**src/sv/assert_macros.svh**
```systemverilog
// ----------------------------------------------------------------------------
// assert_macros.svh
// Assertion shorthands used by the RTL of the ranking table.
// ----------------------------------------------------------------------------
`ifndef ASSERT_MACROS_SVH
`define ASSERT_MACROS_SVH

// condition must hold at every clock edge out of reset
`define ASSERT_ALWAYS(lbl, clk, rst_n, cond, msg) \
    lbl: assert property (@(posedge clk) disable iff (!(rst_n)) (cond)) else $error(msg);

// consequent must hold in the same cycle as the antecedent
`define ASSERT_IMPL(lbl, clk, rst_n, ante, cons, msg) \
    lbl: assert property (@(posedge clk) disable iff (!(rst_n)) (ante) |-> (cons)) \
        else $error(msg);

`endif

```
**src/sv/trt_pkg.sv**
```systemverilog
// ----------------------------------------------------------------------------
// trt_pkg
// Sizes, codes and cell control word of the transpose ranking table.
// ----------------------------------------------------------------------------
package trt_pkg;

    localparam int DEPTH       = 16;
    localparam int KEY_WIDTH   = 32;
    localparam int MAX_RESULTS = 16;
    localparam int SLOT_W      = $clog2(DEPTH);
    localparam int CNT_W       = $clog2(DEPTH + 1);
    localparam int CMD_W       = 3;
    localparam int IDX_W       = 5;
    localparam int ST_W        = 3;

    typedef logic [KEY_WIDTH-1:0] t_key;
    typedef logic [CMD_W-1:0]     t_cmd;
    typedef logic [ST_W-1:0]      t_status;
    typedef logic [IDX_W-1:0]     t_idx;
    typedef logic [SLOT_W-1:0]    t_slot;
    typedef logic [CNT_W-1:0]     t_cnt;

    localparam t_cmd CMD_ADD  = 3'd0;
    localparam t_cmd CMD_GET  = 3'd1;
    localparam t_cmd CMD_POS  = 3'd2;
    localparam t_cmd CMD_DOWN = 3'd3;
    localparam t_cmd CMD_TOP  = 3'd4;

    localparam t_status ST_ADDED   = 3'd0;
    localparam t_status ST_PRESENT = 3'd1;
    localparam t_status ST_MISS    = 3'd2;
    localparam t_status ST_FULL    = 3'd3;
    localparam t_status ST_EMPTY   = 3'd4;

    typedef struct packed {
        logic append;
        logic take_below;
        logic take_above;
        logic load_sh;
        logic shift_sh;
    } t_cell_ctl;

endpackage

```
**src/sv/trt_cell.sv**
```systemverilog
// ----------------------------------------------------------------------------
// trt_cell
// One rank slot: key register, key compare, neighbour swap and a stage of
// the read-out shift line.
// ----------------------------------------------------------------------------
module trt_cell (
    input  logic             i_clk,
    input  trt_pkg::t_cell_ctl i_ctl,
    input  trt_pkg::t_key    i_new_key,
    input  trt_pkg::t_key    i_key_above,
    input  trt_pkg::t_key    i_key_below,
    input  trt_pkg::t_key    i_cmp_key,
    input  logic             i_occupied,
    input  trt_pkg::t_key    i_sh_below,
    output trt_pkg::t_key    o_key,
    output logic             o_match,
    output trt_pkg::t_key    o_sh
);
    import trt_pkg::*;

    t_key r_key;
    t_key r_sh;

    always_ff @(posedge i_clk) begin
        if (i_ctl.append) begin
            r_key <= i_new_key;
        end else if (i_ctl.take_below) begin
            r_key <= i_key_below;
        end else if (i_ctl.take_above) begin
            r_key <= i_key_above;
        end
        if (i_ctl.load_sh) begin
            r_sh <= r_key;
        end else if (i_ctl.shift_sh) begin
            r_sh <= i_sh_below;
        end
    end

    assign o_key   = r_key;
    assign o_match = i_occupied && (r_key == i_cmp_key);
    assign o_sh    = r_sh;

endmodule

```
**src/sv/transpose_ranking_table.sv**
```systemverilog
// Handshake: a single-result word is registered out of S_EXEC once the output
// register is free; no input is taken before then. A top list of k keys holds
// the input off, one key per cycle off the read-out shift line unless stalled.
// Reset: synchronous, active low; clears the entry count and handshake state,
// no clearing pass is run.
// ----------------------------------------------------------------------------
// transpose_ranking_table
// Self-organising key table with transpose promotion, built as a chain of
// rank cells with parallel compare and neighbour swap.
// ----------------------------------------------------------------------------
`include "assert_macros.svh"

module transpose_ranking_table (
    input  logic              i_clk,
    input  logic              i_rst_n,
    input  logic              i_valid,
    output logic              o_ready,
    input  trt_pkg::t_cmd     i_cmd,
    input  trt_pkg::t_key     i_key,
    input  trt_pkg::t_idx     i_index,
    output logic              o_valid,
    input  logic              i_ready,
    output trt_pkg::t_key     o_key_out,
    output trt_pkg::t_idx     o_rank_out,
    output trt_pkg::t_status  o_status,
    output logic              o_last
);
    import trt_pkg::*;

    typedef enum logic [1:0] {S_IDLE, S_EXEC, S_TOP} t_state;

    t_state  r_state, n_state;
    t_cmd    r_cmd;
    t_key    r_key;
    t_idx    r_idx;
    t_cnt    r_cnt, n_cnt;
    t_cnt    r_top_k, n_top_k;
    t_cnt    r_top_i, n_top_i;
    logic    r_o_valid, n_o_valid;
    t_key    r_o_key, n_o_key;
    t_idx    r_o_rank, n_o_rank;
    t_status r_o_status, n_o_status;
    logic    r_o_last, n_o_last;

    t_key      w_key   [DEPTH];
    t_key      w_sh    [DEPTH];
    t_key      w_above [DEPTH];
    t_key      w_below [DEPTH];
    t_key      w_sh_in [DEPTH];
    logic      [DEPTH-1:0] w_match;
    t_cell_ctl w_ctl   [DEPTH];

    logic  w_hit;
    t_slot w_hit_pos;
    t_slot w_rd_slot;
    t_key  w_rd_key;
    logic  w_out_free;
    t_cnt  w_top_k;
    logic  w_append, w_swap, w_load_sh, w_shift_sh;
    t_slot w_swap_p;

    genvar gi;
    generate
        for (gi = 0; gi < DEPTH; gi++) begin : g_cell
            trt_cell u_cell (
                .i_clk       (i_clk),
                .i_ctl       (w_ctl[gi]),
                .i_new_key   (r_key),
                .i_key_above (w_above[gi]),
                .i_key_below (w_below[gi]),
                .i_cmp_key   (r_key),
                .i_occupied  (CNT_W'(gi) < r_cnt),
                .i_sh_below  (w_sh_in[gi]),
                .o_key       (w_key[gi]),
                .o_match     (w_match[gi]),
                .o_sh        (w_sh[gi])
            );
        end
    endgenerate

    always_comb begin
        for (int i = 0; i < DEPTH; i++) begin
            w_above[i] = (i == 0) ? w_key[0] : w_key[(i == 0) ? 0 : i - 1];
            w_below[i] = (i == DEPTH - 1) ? w_key[i] : w_key[(i == DEPTH - 1) ? i : i + 1];
            w_sh_in[i] = (i == DEPTH - 1) ? '0 : w_sh[(i == DEPTH - 1) ? i : i + 1];
            w_ctl[i].append     = w_append && (r_cnt == CNT_W'(i));
            w_ctl[i].take_below = w_swap && (CNT_W'(w_swap_p) == CNT_W'(i + 1));
            w_ctl[i].take_above = w_swap && (w_swap_p == SLOT_W'(i));
            w_ctl[i].load_sh    = w_load_sh;
            w_ctl[i].shift_sh   = w_shift_sh;
        end
    end

    always_comb begin
        w_hit_pos = '0;
        for (int i = 0; i < DEPTH; i++) begin
            if (w_match[i]) begin
                w_hit_pos = SLOT_W'(i);
            end
        end
    end

    assign w_hit      = |w_match;
    assign w_rd_slot  = SLOT_W'(r_idx - 1'b1);
    assign w_rd_key   = w_key[w_rd_slot];
    assign w_out_free = !r_o_valid || i_ready;
    assign w_top_k    = (r_idx > IDX_W'(r_cnt)) ? r_cnt : CNT_W'(r_idx);

    always_comb begin
        n_state    = r_state;
        n_cnt      = r_cnt;
        n_top_k    = r_top_k;
        n_top_i    = r_top_i;
        n_o_valid  = r_o_valid && !i_ready;
        n_o_key    = r_o_key;
        n_o_rank   = r_o_rank;
        n_o_status = r_o_status;
        n_o_last   = r_o_last;
        w_append   = 1'b0;
        w_swap     = 1'b0;
        w_swap_p   = '0;
        w_load_sh  = 1'b0;
        w_shift_sh = 1'b0;
        case (r_state)
            S_IDLE: begin
                if (i_valid) begin
                    n_state = S_EXEC;
                end
            end
            S_EXEC: begin
                if (w_out_free) begin
                    n_state    = S_IDLE;
                    n_o_valid  = 1'b1;
                    n_o_last   = 1'b1;
                    n_o_key    = '0;
                    n_o_rank   = '0;
                    n_o_status = ST_MISS;
                    if (r_cmd == CMD_ADD) begin
                        n_o_key = r_key;
                        if (w_hit) begin
                            n_o_rank   = IDX_W'(w_hit_pos) + 1'b1;
                            n_o_status = ST_PRESENT;
                        end else if (r_cnt == CNT_W'(DEPTH)) begin
                            n_o_status = ST_FULL;
                        end else begin
                            w_append   = 1'b1;
                            n_cnt      = r_cnt + 1'b1;
                            n_o_rank   = IDX_W'(r_cnt) + 1'b1;
                            n_o_status = ST_ADDED;
                        end
                    end else if (r_cmd > CMD_TOP) begin
                        n_o_status = ST_MISS;
                    end else if (r_cnt == '0) begin
                        n_o_status = ST_EMPTY;
                    end else begin
                        case (r_cmd)
                            CMD_GET: begin
                                if (r_idx != '0 && r_idx <= IDX_W'(r_cnt)) begin
                                    n_o_key    = w_rd_key;
                                    n_o_rank   = r_idx;
                                    n_o_status = ST_PRESENT;
                                    w_swap_p   = w_rd_slot;
                                    w_swap     = (w_rd_slot != '0);
                                end
                            end
                            CMD_POS: begin
                                if (w_hit) begin
                                    n_o_key    = r_key;
                                    n_o_rank   = IDX_W'(w_hit_pos) + 1'b1;
                                    n_o_status = ST_PRESENT;
                                    w_swap_p   = w_hit_pos;
                                    w_swap     = (w_hit_pos != '0);
                                end
                            end
                            CMD_DOWN: begin
                                if (r_idx != '0 && r_idx < IDX_W'(r_cnt)) begin
                                    n_o_key    = w_rd_key;
                                    n_o_rank   = r_idx;
                                    n_o_status = ST_PRESENT;
                                    w_swap_p   = SLOT_W'(r_idx);
                                    w_swap     = 1'b1;
                                end
                            end
                            CMD_TOP: begin
                                if (w_top_k != '0) begin
                                    n_o_valid = r_o_valid && !i_ready;
                                    n_o_key   = r_o_key;
                                    n_o_rank  = r_o_rank;
                                    n_o_status = r_o_status;
                                    n_o_last  = r_o_last;
                                    w_load_sh = 1'b1;
                                    n_top_k   = w_top_k;
                                    n_top_i   = '0;
                                    n_state   = S_TOP;
                                end
                            end
                            default: begin
                                n_o_status = ST_MISS;
                            end
                        endcase
                    end
                end
            end
            S_TOP: begin
                if (w_out_free) begin
                    n_o_valid  = 1'b1;
                    n_o_key    = w_sh[0];
                    n_o_rank   = IDX_W'(r_top_i) + 1'b1;
                    n_o_status = ST_PRESENT;
                    n_o_last   = (r_top_i + 1'b1 == r_top_k);
                    w_shift_sh = 1'b1;
                    n_top_i    = r_top_i + 1'b1;
                    if (r_top_i + 1'b1 == r_top_k) begin
                        n_state = S_IDLE;
                    end
                end
            end
            default: begin
                n_state = S_IDLE;
            end
        endcase
    end

    always_ff @(posedge i_clk) begin
        if (!i_rst_n) begin
            r_state   <= S_IDLE;
            r_cnt     <= '0;
            r_top_k   <= '0;
            r_top_i   <= '0;
            r_o_valid <= 1'b0;
        end else begin
            r_state   <= n_state;
            r_cnt     <= n_cnt;
            r_top_k   <= n_top_k;
            r_top_i   <= n_top_i;
            r_o_valid <= n_o_valid;
        end
        if (i_valid && o_ready) begin
            r_cmd <= i_cmd;
            r_key <= i_key;
            r_idx <= i_index;
        end
        r_o_key    <= n_o_key;
        r_o_rank   <= n_o_rank;
        r_o_status <= n_o_status;
        r_o_last   <= n_o_last;
    end

    assign o_ready    = (r_state == S_IDLE);
    assign o_valid    = r_o_valid;
    assign o_key_out  = r_o_key;
    assign o_rank_out = r_o_rank;
    assign o_status   = r_o_status;
    assign o_last     = r_o_last;

    `ASSERT_ALWAYS(a_cnt_bound, i_clk, i_rst_n, r_cnt <= CNT_W'(DEPTH), "entry count above depth")
    `ASSERT_ALWAYS(a_cnt_step, i_clk, i_rst_n, (r_cnt == $past(r_cnt)) || (r_cnt == $past(r_cnt) + 1'b1), "entry count moved by other than one")
    `ASSERT_ALWAYS(a_key_unique, i_clk, i_rst_n, $onehot0(w_match), "key held in more than one rank")
    `ASSERT_IMPL(a_rank_set, i_clk, i_rst_n, o_valid && (o_status == ST_ADDED || o_status == ST_PRESENT), o_rank_out != '0, "hit reported without a rank")

endmodule
```
**config.mk**
```make
export PLATFORM = sky130hd
export DESIGN_NAME = transpose_ranking_table
export DESIGN_NICKNAME = d
export VERILOG_FILES = /design/src/sv/trt_pkg.sv /design/src/sv/trt_cell.sv /design/src/sv/transpose_ranking_table.sv
export VERILOG_INCLUDE_DIRS = /design/src /design/src/sv
export SDC_FILE = /design/constraint.sdc
export NUM_CORES = 2
export LEC_CHECK = 0
export BUFFER_PORTS_ARGS = -buffer_cell sky130_fd_sc_hd__buf_2
export CORE_MARGIN = 1
export CORE_UTILIZATION = 69
export DETAILED_ROUTE_END_ITERATION = 16
export GPL_TIMING_DRIVEN = 0
export PLACE_DENSITY = 0.86
export REMOVE_ABC_BUFFERS = 1
export SLEW_MARGIN = 10
export SYNTH_ARGS = -nofsm -noshare
export SYNTH_HDL_FRONTEND = slang
export SYNTH_SLANG_ARGS = --single-unit
```
**constraint.sdc**
```tcl
create_clock -name i_clk -period 73 [get_ports i_clk]
set_input_delay 14.6 -clock i_clk [delete_from_list [all_inputs] [get_ports i_clk]]
set_output_delay 14.6 -clock i_clk [all_outputs]
set_load 0.005 [all_outputs]
```
# Yosys cells after proc, flatten, opt, wreduce, memory -nomap -nowiden
# Index checks and enable logic that the tools add are counted.
[totals] rom_bits=0 latch_bits=0 reg_bits=1123 out_inout_bits=43 mem_bits_rw=0 inputBits=44 mem_count=0 elab_cells=423
[classes] magnitude_cmp=21 reduce_logical=85 n_eq_ne=64 n_mul=0 n_div=0 mux=199 addsub=4 shifts=0 n_bitwise=6
[ops] operator="$mux W32" n=89
[ops] operator="$eq A32 B32 Y1" n=16
[ops] operator="$bmux W32 S4" n=1
[ops] operator="$pmux W32 S4" n=1
[ops] operator="$mux W5" n=18
[ops] operator="$mux W4" n=22
[ops] operator="$pmux W32 S2" n=1
[ops] operator="$logic_and A1 B1 Y1" n=51
[ops] operator="$reduce_bool A3 Y1" n=14
[ops] operator="$eq A5 B4 Y1 const B" n=8
[ops] operator="$lt A4 B5 Y1 const A" n=8
[ops] operator="$mux W1" n=37
[ops] operator="$eq A4 B4 Y1 const B" n=8
[ops] operator="$mux W2" n=14
[ops] operator="$eq A5 B3 Y1 const B" n=4
[ops] operator="$lt A3 B5 Y1 const A" n=4
[ops] operator="$pmux W5 S2" n=2
[ops] operator="$pmux W5 S4" n=1
[ops] operator="$mux W3" n=6
[ops] operator="$ne A2 B2 Y1 const B" n=9
[ops] operator="$eq A4 B3 Y1 const B" n=4
[ops] operator="$reduce_or A16 Y1" n=1
[ops] operator="$pmux W3 S4" n=1
[ops] operator="$pmux W4 S3" n=1
[ops] operator="40 further kinds" n=58

# Longest topological paths before layout
[logic_depth] ltp_word=29 ltp_mapped=21 depth_no_buf=17

# Modules after synthesis
# Synthesis repeated with hierarchy kept, for this count alone.
[hier_totals] hier_cells=4909 hier_area_um2=62763.9
[modules_own_cells] module="trt_cell" seq_area_each_um2=1921.8 cells_each=253 area_each_um2=3325.7 n_inst=16
[modules_own_cells] module="transpose_ranking_table" seq_area_each_um2=2792.7 cells_each=861 area_each_um2=9552.9 n_inst=1

# Worst setup path before layout
# OpenSTA, ideal clock, no wires.
[synth_timing] kind="input -> register" from="input i_ready" to="register g_cell[0].u_cell.r_sh[0] (enable)" t_required_ns=71.602 path_stages=2 path_buffers=0 setup_ns=1.398 arrival_ns=35.881 setup_slack_ns=35.722 cell_sequence="nor2b_1 nor2_1"
[synth_between] elab_chain_len=4 word_cells_on_any_way=6 classes_between="4 x mux; 2 x reduce/logical"
[synth_rtl] item="start, declared" line="transpose_ranking_table.sv:22" rtl="input logic i_ready,"
[synth_rtl] item="$logic_or A1 B1 Y1 *" line="transpose_ranking_table.sv:106" rtl="assign w_out_free = !r_o_valid || i_ready;"
[synth_rtl] item="$mux W1, on equally long branches" line="transpose_ranking_table.sv:131, transpose_ranking_table.sv:205"
[synth_rtl] item="$mux W1" line="transpose_ranking_table.sv:124" rtl="case (r_state)"
[synth_rtl] item="$reduce_bool A2 Y1 (no source line) *"
[synth_rtl] item="end signal, assigned" line="trt_cell.sv:33" rtl="r_sh <= r_key;"
[synth_rtl] item="end signal, assigned" line="trt_cell.sv:35" rtl="r_sh <= i_sh_below;"
[synth_rtl] item="end, declared" line="trt_cell.sv:22" rtl="t_key r_sh;"
# Mark *: on every way between the ends. The rest lies on a longest branch, timed or not.
# A chain may end at the register's enable or synchronous reset.

# Worst setup path after layout
[layout_timing] from="input i_ready" to="register g_cell[11].u_cell.r_key[18] (enable)"
[layout_between] elab_chain_len=6 word_cells_on_any_way=13 classes_between="2 x eq/ne; 6 x mux; 5 x reduce/logical"
[layout_rtl] item="$logic_or A1 B1 Y1 *" line="transpose_ranking_table.sv:106"
[layout_rtl] item="$mux W4" line="transpose_ranking_table.sv:131" rtl="if (w_out_free) begin"
[layout_rtl] item="$mux W4" line="transpose_ranking_table.sv:124"
[layout_rtl] item="$eq A4 B4 Y1, on equally long branches" line="transpose_ranking_table.sv:88, transpose_ranking_table.sv:87"
[layout_rtl] item="$logic_and A1 B1 Y1, on equally long branches" line="transpose_ranking_table.sv:88, transpose_ranking_table.sv:87"
[layout_rtl] item="$reduce_bool A3 Y1 (no source line) *"
[layout_rtl] item="end signal, assigned" line="trt_cell.sv:26" rtl="r_key <= i_new_key;"
[layout_rtl] item="end signal, assigned" line="trt_cell.sv:28" rtl="r_key <= i_key_below;"
[layout_rtl] item="end signal, assigned" line="trt_cell.sv:30" rtl="r_key <= i_key_above;"
[layout_rtl] item="end, declared" line="trt_cell.sv:21" rtl="t_key r_key;"
# Marks and branches as above.

==> results by group <==
GRT
  – GRT Resource Usage Total: 0.470
  – Initial antenna violation count: 6
  – First-pass GRT wire length: between 300000 and 400000 µm
  – Pin count of the biggest net entering global routing: 66
  – Total global routing overflow: 0
  – Vias in the first global route: 43900

STA
  – Layout Skew: approximately 0.021 ns
  – Period utilization: 0.249
  – Setup TNS Final: 0 ns
  – FMAX: 55.1 MHz
  – Slew Limit Fails: 0
  – Fin. Hold Viols: 0
  – Slew HR: 0.109
  – Minimum clock period: 18.15 ns
  – Slew at the pin closest to its max-slew limit: 1.32 ns
  – Final count of negative-setup-slack endpoints: 0
  – RSZ-0062 raised after global routing: no

Floorplan
  – DIE AREA: 0.0933 mm²
  – Initial core utilization: 0.701
  – DIE WIDTH: 305 µm
  – Num ports: 87
  – Rows: 110
  – Die height: 305 µm
  – Core area: 0.0906 mm²

Detailed routing
  – Initial DRC Count: just over 8000
  – Via-to-Cell Ratio: 7.49
  – Antenna-violating nets left: 0
  – Avg WL per Cell: 35.5 µm
  – # DRC: 0
  – Final WL: 220000 µm
  – Drt pass-1 iters: 6
  – DR vias: 46600

Finish
  – Final-layout fill cell count: 5132
  – Nets: 5012
  – Area added between synthesis and finish: 11.6%
  – Final Cell Area: 0.0709 mm²
  – Share of post-route cells with drive strength above 1: 0.238
  – Register area: 0.0335 mm²
  – Area of the multi-input gates: 0.0285 mm²

Power and ir drop
  – LEAKAGE: 23.8 nW
  – Maximum VDD drop: 0.0216 mV
  – Power Dens Cells: about 20 mW/mm²

Setup path
  – CP top delay family: simple AND/OR/NAND/NOR gates
  – Worst path buffer plus inverter count: 5
  – CP Class: in2reg
  – Kind of end point of the critical path: flip-flop
  – Slowest CP cell: nand3_4
  – Cell mode on critical path: buf_4
  – Crit path required time: 73.42 ns
  – Critical path, cell by cell: buf_2 > nand2b_1 > nand4_1 > nor2_1 > nand3_4 > o211ai_1 > buf_4 > buf_4 > buf_4 > buf_4
  – Max FO, Critical Path: 65
  – CP Launch Type: input pin
  – Worst Path Arrival: 18.57 ns
  – Slowest cell delay on critical path: 0.81 ns

Logic synthesis
  – Post-synth EDFFs: 1105
  – FF+latch count, synth: 1123
  – Mapped Area: around 0.064 mm²
  – Async S/R FF share, synth: 0
  – Primary FF master, synth: edfxtp_1
  – Netlist cell types: 82
  – Register area share after synthesis: 0.528
  – Yosys Warn Count: 0
  – Post-Synthesis Mean Instance Area: ~13 µm²
  – Mapped Cells: 4962

Clock network
  – Clock sinks: around 1100
  – CTS buffer count: approximately 120
  – Post-CTS setup buffers: 0
  – Post_cts resized: 0
  – CTS Buffer Depth: 3
  – H-tree Lvls: 3
  – CTS Hold Bufs: 0
  – CTS tree: built
  – Latest clock arrival within the worst-skew pair: 0.73 ns
  – Clock Root Buffer: clkbuf_16
  – Clock-pin slew on the worst setup and hold paths: about 0.06 ns

Placed design
  – Final HPWL DP: 160000 µm
  – Placed Area: 0.0674 mm²
  – Port bufs: 86
  – Routability cong.: between 1 and 1.5

Status
  – Outcome: finished clean

Hold path
  – Hold Crit Class: reg2reg

Flow run
  – Max-Cap Viols: 0
## metal layers
metal,up-vias,global-route usage,part of all wire,wire (µm)
li1,18800,-,-,-
met3,723,0.161,0.16,34400
met4,10,0.229,0.062,13700
met2,4199,0.681,0.43,94300
met1,22900,0.637,0.35,78000
met5,-,0,0.00032,70
## worst min-delay path, cell delays in order (launching register included)
cell,delay [ns]
dfxtp_1,0.32
nand3_1,0.06
o31ai_1,0.06
## path summary, 6_finish.rpt
| kind | cells past startpoint | slack (ns) | end | startpoint |
|---|---|---|---|---|
| worst max register to register | 19 | 64.90 | g_cell[1].u_cell.o_key[22] | r_key[31] |
| worst min register to register | 2 | 0.49 | r_top_i[4] | r_top_i[4] |
| worst min-delay path | 2 | 0.49 | r_top_i[4] | r_top_i[4] |
| worst max-delay path | 10 | 54.85 | g_cell[11].u_cell.o_key[18] | i_ready |
## cell usage in the layout, fill, tap and decap left out, types with 117 or more instances in the layout
cell and count:
xor2_1 377, nor2_1 498, clkbuf_16 117, mux2_2 545, a21oi_1 434, mux4_2 160
nor4_1 136, edfxtp_1 1105, mux2i_1 417, xnor2_1 153
## layout make-up
| class | instances | area share |
|---|---|---|
| antenna | 1 | 0.0000353 |
| clock buffer | 144 | 0.0427 |
| clock inverter | 62 | 0.00618 |
| inverter | 26 | 0.00138 |
| multi-input combinational | 3417 | 0.402 |
| sequential | 1123 | 0.473 |
| tap | 1176 | 0.0208 |
| timing repair buffer | 266 | 0.0537 |
## sequential cells by signal (all words and copies together), names as in the netlist
name / count
g_cell.u_cell.o_sh: 512
o_key_out: 32
r_cmd: 3
r_top_k: 5
o_status: 3
r_top_i: 5
o_last: 1
r_idx: 5
r_cnt: 5
r_state: 2
g_cell.u_cell.o_key: 512
r_key: 32
o_rank_out: 5
o_valid: 1
## power by group
group          leakage, nW  switching (mW)  internal (mW)
Sequential            10.1         0.00730          0.702
Combinational         11.9          0.0712         0.0387
Clock                 1.69           0.257          0.309
## kinds of logic (layout without fill, tap and decap cells)
family / Yosys count / in the layout / share of synthesized area
flops: 1123 / 1123 / 0.528
simple gates: 1126 / 1126 / 0.0900
buf+inv: 422 / 498 / 0.0299
xor+xnor: 532 / 532 / 0.0734
fa+ha+maj: 19 / 19 / 0.00374
other cells: 0 / 1 / 0
compound gates: 618 / 618 / 0.0558
mux: 1122 / 1122 / 0.219
## through the flow
step | hold WS, ns | power, mW | worst slack [ns] | std cells | util
6_report | 0.492 | 1.39 | 54.85 | 6215 | 0.782
5_1_grt | 0.507 | 1.40 | 54.72 | 6214 | 0.782
3_5_place_dp | 0.481 | 0.825 | 54.20 | 6008 | 0.744
3_3_place_gp | 0.469 | 0.821 | 21.98 | 5828 | 0.702
2_1_floorplan | 0.458 | 0.776 | 35.19 | 4566 | -
4_1_cts | 0.490 | 1.37 | 54.96 | 6214 | 0.782
## cell usage after synthesis (10+ instances only)
cell         n  area [µm²]
a221o_1     33         330
buf_2       94         470
nand3_1     63         315
buf_4       27         203
edfxtp_1  1105       33200
mux2i_1    417        4170
a21oi_1    434        2170
ha_1        19         238
a22oi_1     32         240
nor3_1      46         230
clkbuf_1   238         893
nor2_1     502        1880
and2_1      72         450
nand4_1     93         582
and3_1      10        62.6
nor4b_1     12         105
inv_1       24        90.1
nor4_1     138         863
dfxtp_1     18         360
mux2_2     545        6140
o21ai_0     56         280
or4_1       18         135
xor2_1     377        3300
xnor2_1    155        1360
mux4_2     160        3600
buf_1       24        90.1
buf_6       13         146
nand2_1     96         360
Note: power is estimated with default switching activity, not from simulation.
